<file path="src/rtl/ttf_pkg.sv">
// Shared types, widths and register codes for the IoU track table filter.
// No dependencies; used by ttf_match_unit and iou_track_table_filter_unit.
package ttf_pkg;

    localparam int MAX_TRACKS = 32;
    localparam int COORD_BITS = 11;
    localparam int SCORE_BITS = 16;
    localparam int HITS_BITS  = 8;
    localparam int MISS_BITS  = 4;
    localparam int IDX_W      = $clog2(MAX_TRACKS);
    localparam int CNT_W      = $clog2(MAX_TRACKS + 1);
    localparam int AREA_W     = 2 * COORD_BITS;
    localparam int UNI_W      = AREA_W + 1;
    localparam int PROD_W     = AREA_W + UNI_W;

    // configuration port
    localparam int CFG_IDX_W  = 2;
    localparam int CFG_DATA_W = 8;
    localparam logic [CFG_IDX_W-1:0] CFG_MATCH_IOU  = 2'd0;
    localparam logic [CFG_IDX_W-1:0] CFG_MAX_MISSES = 2'd1;
    localparam logic [CFG_IDX_W-1:0] CFG_CONFIRM    = 2'd2;
    localparam logic [CFG_IDX_W-1:0] CFG_CANDIDATE  = 2'd3;

    localparam logic [7:0]           RST_MATCH_IOU  = 8'd64;
    localparam logic [MISS_BITS-1:0] RST_MAX_MISSES = 4'd5;
    localparam logic [HITS_BITS-1:0] RST_CONFIRM    = 8'd2;
    localparam logic [HITS_BITS-1:0] RST_CANDIDATE  = 8'd1;

    // IoU threshold denominator (1/256 units)
    localparam logic [UNI_W-1:0] THR_DEN = UNI_W'(256);

    // one track table row as stored in memory
    typedef struct packed {
        logic [COORD_BITS-1:0] x;
        logic [COORD_BITS-1:0] y;
        logic [COORD_BITS-1:0] w;
        logic [COORD_BITS-1:0] h;
        logic [SCORE_BITS-1:0] score;
        logic [HITS_BITS-1:0]  hits;
        logic [MISS_BITS-1:0]  misses;
    } row_t;

    // one result item
    typedef struct packed {
        logic                  present;
        logic [COORD_BITS-1:0] x;
        logic [COORD_BITS-1:0] y;
        logic [COORD_BITS-1:0] w;
        logic [COORD_BITS-1:0] h;
        logic [SCORE_BITS-1:0] score;
        logic                  confirmed;
        logic                  last;
        logic                  overflow;
    } out_t;

endpackage

</file>
<file path="src/rtl/ttf_match_unit.sv">
// Four-stage IoU compare: decides whether detection/track IoU beats bn/bd.
// Depends on ttf_pkg (row_t, widths).
module ttf_match_unit
(
    input  logic                         clk,
    input  logic                         rst_n,
    input  logic                         start,
    input  ttf_pkg::row_t                det,
    input  ttf_pkg::row_t                trk,
    input  logic [ttf_pkg::AREA_W-1:0]   best_num,
    input  logic [ttf_pkg::UNI_W-1:0]    best_den,
    output logic                         done,
    output logic                         gt,
    output logic [ttf_pkg::AREA_W-1:0]   inter,
    output logic [ttf_pkg::UNI_W-1:0]    uni
);

    localparam int CW = ttf_pkg::COORD_BITS;

    logic [3:0] vld_reg;

    logic [CW:0]                 iw_reg, ih_reg;
    logic [ttf_pkg::AREA_W-1:0]  area_d_reg, area_t_reg;
    logic [ttf_pkg::AREA_W-1:0]  inter_reg, inter2_reg;
    logic [ttf_pkg::UNI_W-1:0]   uni_reg, uni2_reg;
    logic [ttf_pkg::PROD_W-1:0]  p_cand_reg, p_best_reg;
    logic                        zero_reg;
    logic                        gt_reg;

    logic [CW:0] l_c, t_c, r_c, b_c, d_r, d_b, t_r, t_b;
    logic [2*CW+1:0] iwh_c;
    logic [ttf_pkg::UNI_W-1:0] sum_c;

    // stage 1 geometry
    always_comb
    begin
        d_r = {1'b0, det.x} + {1'b0, det.w};
        d_b = {1'b0, det.y} + {1'b0, det.h};
        t_r = {1'b0, trk.x} + {1'b0, trk.w};
        t_b = {1'b0, trk.y} + {1'b0, trk.h};
        l_c = (det.x > trk.x) ? {1'b0, det.x} : {1'b0, trk.x};
        t_c = (det.y > trk.y) ? {1'b0, det.y} : {1'b0, trk.y};
        r_c = (d_r < t_r) ? d_r : t_r;
        b_c = (d_b < t_b) ? d_b : t_b;
        iwh_c = iw_reg * ih_reg;
        sum_c = {1'b0, area_d_reg} + {1'b0, area_t_reg};
    end

    always_ff @(posedge clk or negedge rst_n)
    begin
        if (!rst_n)
        begin
            vld_reg <= '0;
        end
        else
        begin
            vld_reg <= {vld_reg[2:0], start};
        end
    end

    always_ff @(posedge clk)
    begin
        // stage 1: overlap extents and areas
        iw_reg     <= (r_c > l_c) ? (r_c - l_c) : '0;
        ih_reg     <= (b_c > t_c) ? (b_c - t_c) : '0;
        area_d_reg <= det.w * det.h;
        area_t_reg <= trk.w * trk.h;
        // stage 2: intersection and union
        inter_reg  <= iwh_c[ttf_pkg::AREA_W-1:0];
        uni_reg    <= sum_c - {1'b0, iwh_c[ttf_pkg::AREA_W-1:0]};
        // stage 3: cross products
        p_cand_reg <= inter_reg * best_den;
        p_best_reg <= best_num * uni_reg;
        zero_reg   <= (uni_reg == '0);
        inter2_reg <= inter_reg;
        uni2_reg   <= uni_reg;
        // stage 4: compare
        gt_reg     <= !zero_reg && (p_cand_reg > p_best_reg);
    end

    // results held one more stage so gt lines up with its ratio
    logic [ttf_pkg::AREA_W-1:0] inter3_reg;
    logic [ttf_pkg::UNI_W-1:0]  uni3_reg;

    always_ff @(posedge clk)
    begin
        inter3_reg <= inter2_reg;
        uni3_reg   <= uni2_reg;
    end

    assign done  = vld_reg[3];
    assign gt    = gt_reg;
    assign inter = inter3_reg;
    assign uni   = uni3_reg;

endmodule

</file>
<file path="config.mk">
export PLATFORM = sky130hd
export DESIGN_NAME = ttf_match_unit
export DESIGN_NICKNAME = d
export VERILOG_FILES = /design/src/rtl/ttf_pkg.sv /design/src/rtl/ttf_match_unit.sv
export SDC_FILE = /design/constraint.sdc
export NUM_CORES = 2
export LEC_CHECK = 0
export BUFFER_PORTS_ARGS = -buffer_cell sky130_fd_sc_hd__buf_4
export CAP_MARGIN = 30
export CORE_MARGIN = 2
export CORE_UTILIZATION = 60
export CTS_BUF_LIST = sky130_fd_sc_hd__clkbuf_4 sky130_fd_sc_hd__clkbuf_8
export CTS_CLUSTER_SIZE = 40
export DETAILED_ROUTE_END_ITERATION = 8
export GPL_TIMING_DRIVEN = 0
export PLACE_DENSITY = 0.78
export SYNTH_ARGS = -nofsm -noshare
export SYNTH_HDL_FRONTEND = slang
export SYNTH_SLANG_ARGS = --single-unit
</file>
<file path="constraint.sdc">
create_clock -name clk -period 20.3 [get_ports clk]
set_input_delay 0 -clock clk [delete_from_list [all_inputs] [get_ports clk]]
set_output_delay 0 -clock clk [all_outputs]
set_load 0.01 [all_outputs]
</file>
**After elaboration in Yosys (flattened, before gate mapping)**

Index checks and enable logic that the tools add are counted.

- $add $sub $neg: 8
- $mul: 5
- Magnitude comparators: 7
- Multiplexer cells: 4
- Reduce and logical (&&, ||, !) cells: 3

Operators with widths:

| kind | count |
|---|---|
| $mul A22 B23 Y45 | 2 |
| $add A11 B11 Y12 | 4 |
| $gt A45 B45 Y1 | 1 |
| $mul A11 B11 Y22 | 2 |
| $gt A12 B11 Y1 | 2 |
| $lt A12 B12 Y1 | 2 |
| $mux W12 | 2 |
| $sub A12 B11 Y12 | 2 |
| $add A22 B22 Y23 | 1 |
| $logic_not A23 Y1 | 1 |
| $sub A23 B22 Y23 | 1 |
| $gt A11 B11 Y1 | 2 |
| $mul A12 B12 Y22 | 1 |
| $mux W11 | 2 |
| $logic_and A1 B1 Y1 | 1 |
| $logic_not A1 Y1 | 1 |

- Bits in registers: 299
- Input bits: 192

**Depth between registers and ports, before layout**

- Depth in word-level cells: 4
- Gate-level depth with buffers: 30
- Depth with buffers taken out: 29

**Worst setup path after synthesis**

OpenSTA, ideal clock, no wires.

- Kind: register to register
- Start point: register iw_reg[9]
- End point: register uni_reg[22] (netlist bit)
- Setup time: 0.072 ns
- Arrival: 6.754 ns
- Data required time: 20.228 ns
- Path slack: 13.473 ns
- Stages on the path, launching flop included: 27
- Cell sequence: dfxtp_1 clkbuf_1 nand2_1 fa_1 fa_1 inv_1 fa_1 fa_1 inv_1 fa_1 inv_1 ha_1 a21o_1 a21o_1 a21oi_1 o311ai_0 a2111oi_0 nor2_1 xnor2_1 fa_1 inv_1 ha_1 and3_1 a221oi_1 o21ai_0 a21oi_1 xnor2_1

- Word-level cells in the longest chain between the ends: 2

Ends and longest elaborated chain:

| what | RTL line | source |
|---|---|---|
| from (decl) | ttf_match_unit.sv:22 | `logic [CW:0] iw_reg, ih_reg;` |
| from (signal assigned) | ttf_match_unit.sv:64 | `iw_reg <= (r_c > l_c) ? (r_c - l_c) : '0;` |
| $mul A12 B12 Y22 | ttf_match_unit.sv:45 | `iwh_c = iw_reg * ih_reg;` |
| net iwh_c[19] | ttf_match_unit.sv:31 | `logic [2*CW+1:0] iwh_c;` |
| $sub A23 B22 Y23 | ttf_match_unit.sv:70 | `uni_reg <= sum_c - {1'b0, iwh_c[ttf_pkg::AREA_W-1:0]};` |
| to (signal assigned) | ttf_match_unit.sv:70 |  |
| to (decl) | ttf_match_unit.sv:25 | `logic [ttf_pkg::UNI_W-1:0] uni_reg, uni2_reg;` |

The timed path passes the listed nets, and every way through them passes these cells.
A chain may end at the register's enable or synchronous reset.

**Final worst setup path**

- Start point: register uni_reg[7] (netlist bit)
- End point: register p_best_reg[38] (netlist bit)

- Word-level cells in the longest chain between the ends: 1

Ends and longest elaborated chain:

| what | RTL line | source |
|---|---|---|
| $mul A22 B23 Y45 | ttf_match_unit.sv:73 | `p_best_reg <= best_num * uni_reg;` |
| to (signal assigned) | ttf_match_unit.sv:73 |  |
| to (decl) | ttf_match_unit.sv:26 | `logic [ttf_pkg::PROD_W-1:0] p_cand_reg, p_best_reg;` |

Every way passes these cells.

==> metrics.txt <==
first-pass GRT wire length=~260000 microns; crit-path max FO=10; Worst Setup End Kind=register; FFs w/ async S/R, synth=~1.3%; Die ar.=a little under 100000 sq um; Synth cell types=67; most used cell, CP=fa_1; GRT met3 Usage=roughly 6.6%; Clock Latency Late Sink=approximately 640 ps; max_cap viols=0; cell at the root of the clock tree=clkbuf_8; FMAX=between 100 and 150 MHz; slowest stage delay, CP=790 ps; min-delay src=det[63]; Tcrit/Tclk final=a little over two fifths; hpwl dp=139000 microns; Critical Path Slowest Stage Cell=dfxtp_1; RSZ-0062 raised after global routing=no; flop-to-flop setup slack=11810 ps; Final Wtd Congestion=1.01; layer with the highest usage=met2; critical-path cell list=clkbuf_1 > nand2_1 > fa_1 > inv_1 > fa_1 > fa_1 > inv_1 > fa_1 > fa_1 > inv_1 > fa_1 > inv_1 > fa_1 > inv_1 > ha_1 > a21oi_1 > nand2_1 > a211oi_1 > o31ai_1 > a221oi_1 > o31a_1 > o21ai_0 > xor2_1; Main synth FF type=dfxtp_1; Final Hold Fails=0; count of nets after finishing=8736; Post-CTS Setup Bufs=0; min cycle time layout=roughly 8500 ps; share of cells above drive strength 1=~4.6%; CTS Buf Count=49; CP Launch Type=register; Top Ports=239; Bufs and invs on worst path=6; Area contributors post-synth=fa_1, ha_1, dfxtp_1, inv_1, nand2_1; Ys Warns=0; stages on the worst setup path=23; CTS tree=built; Reg-to-Reg Start=uni_reg[7]; port bufs=around 180; Hold Path Depth=6; WHS Endpoint=iw_reg[3]; Setup violations, final=0; mean number of vias per cell=5.58; post-route ant nets=0; DRT iter0 DRCs=approximately 2900; core area=96300 sq um; top cell family by delay on the critical path=adder cells; post-synth top area share=around two fifths; Core Rows=114; Data required, critical path=between 20000 and 25000 ps; Slew Limit Headroom=29.2%; Slew @ Worst Pin=between 1000 and 1500 ps; HP Class=in2reg; max reg flops=46; DRT Pass-1 Iters=8; Initial Util=roughly three fifths; violated checks=design-rule violations; flops & latches, synth=299; Syn Std Cell Area=58000 sq um; largest net degree at the start of global routing=13; Post-synth EDFFs=0; status=finished, violations left; initial antenna violation count=7; Synth area leader=fa_1; setup total negative slack=0 ps; Final Skew=14.0 ps; drc violations=2; met1 Resource Use GR=around two fifths; critical path class=reg2reg; met2 Use GR=between 50% and 60%; WL final=around 170000 microns; clk sinks=between 200 and 300; R2R depth=23; critical path arrival=between 8000 and 9000 ps; Max Buffers Root-to-Sink=3; post-synthesis sequential area ratio=10.3%; synthesized net count=around 8500; Hold Buf Count CTS=24; Layout area overhead=7.50%; number of global-route vias before repair=~48000; H-Tree Depth=2; Mapped Cells=~6500; clk slew on worst S/H paths=around 60 ps; die height=around 310 microns; Worst R2R End=p_best_reg[38]; Synth top cells by count=inv_1, fa_1, nand2_1; via count=45100; Total Routing Usage GR=between 30% and 40%; post-cts resize count=0; Mean Syn Cell Area=around 8.9 sq um; Die Wd=between 300 and 400 microns; most frequent cell after synthesis=inv_1; Final Max Slew Viols=0; GRT overflow=0; Avg WL per Cell=about 20 microns
final cells by class:
cell class	instances	area, sq um
Antenna cell	6	15.0
Timing Repair Buffer	207	1620
Clock buffer	70	895
Tap cell	1276	1600
Fill cell	8153	33900
Clock inverter	20	226
Buffer	262	985
Inverter	1444	5420
Sequential cell	299	6010
Multi-Input combinational cell	4489	45600
logic make-up after synthesis:
family	Yosys count	share of synthesized area, %
buffers and inverters	1706	11.0
adder cells (fa/ha/maj)	1792	53.1
AND/OR/NAND/NOR	1857	15.0
AO/OA/AOI/OAI	600	6.76
multiplexers	50	0.895
flip-flops	299	10.3
XOR/XNOR	190	2.87
per-stage QoR:
step	hold slack, ps	cell area [sq um]	util (%)	worst slack, ps	std cells
after floorplan	-296	58000	-	13470	6494
after global placement	-206	61000	63.3	12050	7952
after detailed placement	-203	61000	63.3	11870	7952
after CTS	12.0	62400	64.8	11830	8066
after global routing	76.7	62400	64.8	11460	8072
final	49.2	62400	64.8	11810	8073
worst reg2reg max path: stages, from the launching register on:
cell and delay [ps]:
dfxtp_1 790, clkbuf_1 780, nand2_1 190, fa_1 570, inv_1 50, fa_1 460, fa_1 520, inv_1 60
fa_1 510, fa_1 500, inv_1 50, fa_1 490, inv_1 50, fa_1 530, inv_1 60, ha_1 340
a21oi_1 250, nand2_1 80, a211oi_1 560, o31ai_1 330, a221oi_1 640, o31a_1 280, o21ai_0 120, xor2_1 160
worst max path at each step:
stage	from	to	slack [ps]
2_1_floorplan	iw_reg[9]	uni_reg[22]	13470
4_1_cts	iw_reg[9]	uni_reg[22]	11830
3_5_place_dp	iw_reg[9]	uni_reg[22]	11870
5_1_grt	iw_reg[9]	uni_reg[22]	11460
3_3_place_gp	iw_reg[9]	uni_reg[22]	12050
6_report	uni_reg[7]	p_best_reg[38]	11810
cell usage in the layout (no fill, tap or decap), types with 15 or more instances in the layout:
master / instances
xnor2_1: 137
nand2_1: 1030
fa_1: 1121
dlygate4sd3_1: 24
o21bai_1: 36
mux2i_1: 35
and2_1: 476
dfxtp_1: 295
nand2b_1: 25
clkbuf_8: 59
o21a_1: 27
a21oi_1: 191
o21ai_0: 93
inv_1: 1444
nor3_1: 46
a21o_1: 115
xor2_1: 53
buf_4: 182
clkbuf_1: 261
and3_1: 16
nand3_1: 33
a211oi_1: 21
nor2_1: 121
nand4_1: 32
nor2b_1: 29
mux2_2: 15
ha_1: 671
routing by layer:
metal,routed length [microns],vias up
met5,9,-
met4,12600,2
met3,13900,573
met2,76800,1899
met1,61600,22500
li1,-,20200
Power is not shown: default switching activity piles up to over one toggle a cycle in this logic, so the estimate is an artifact.
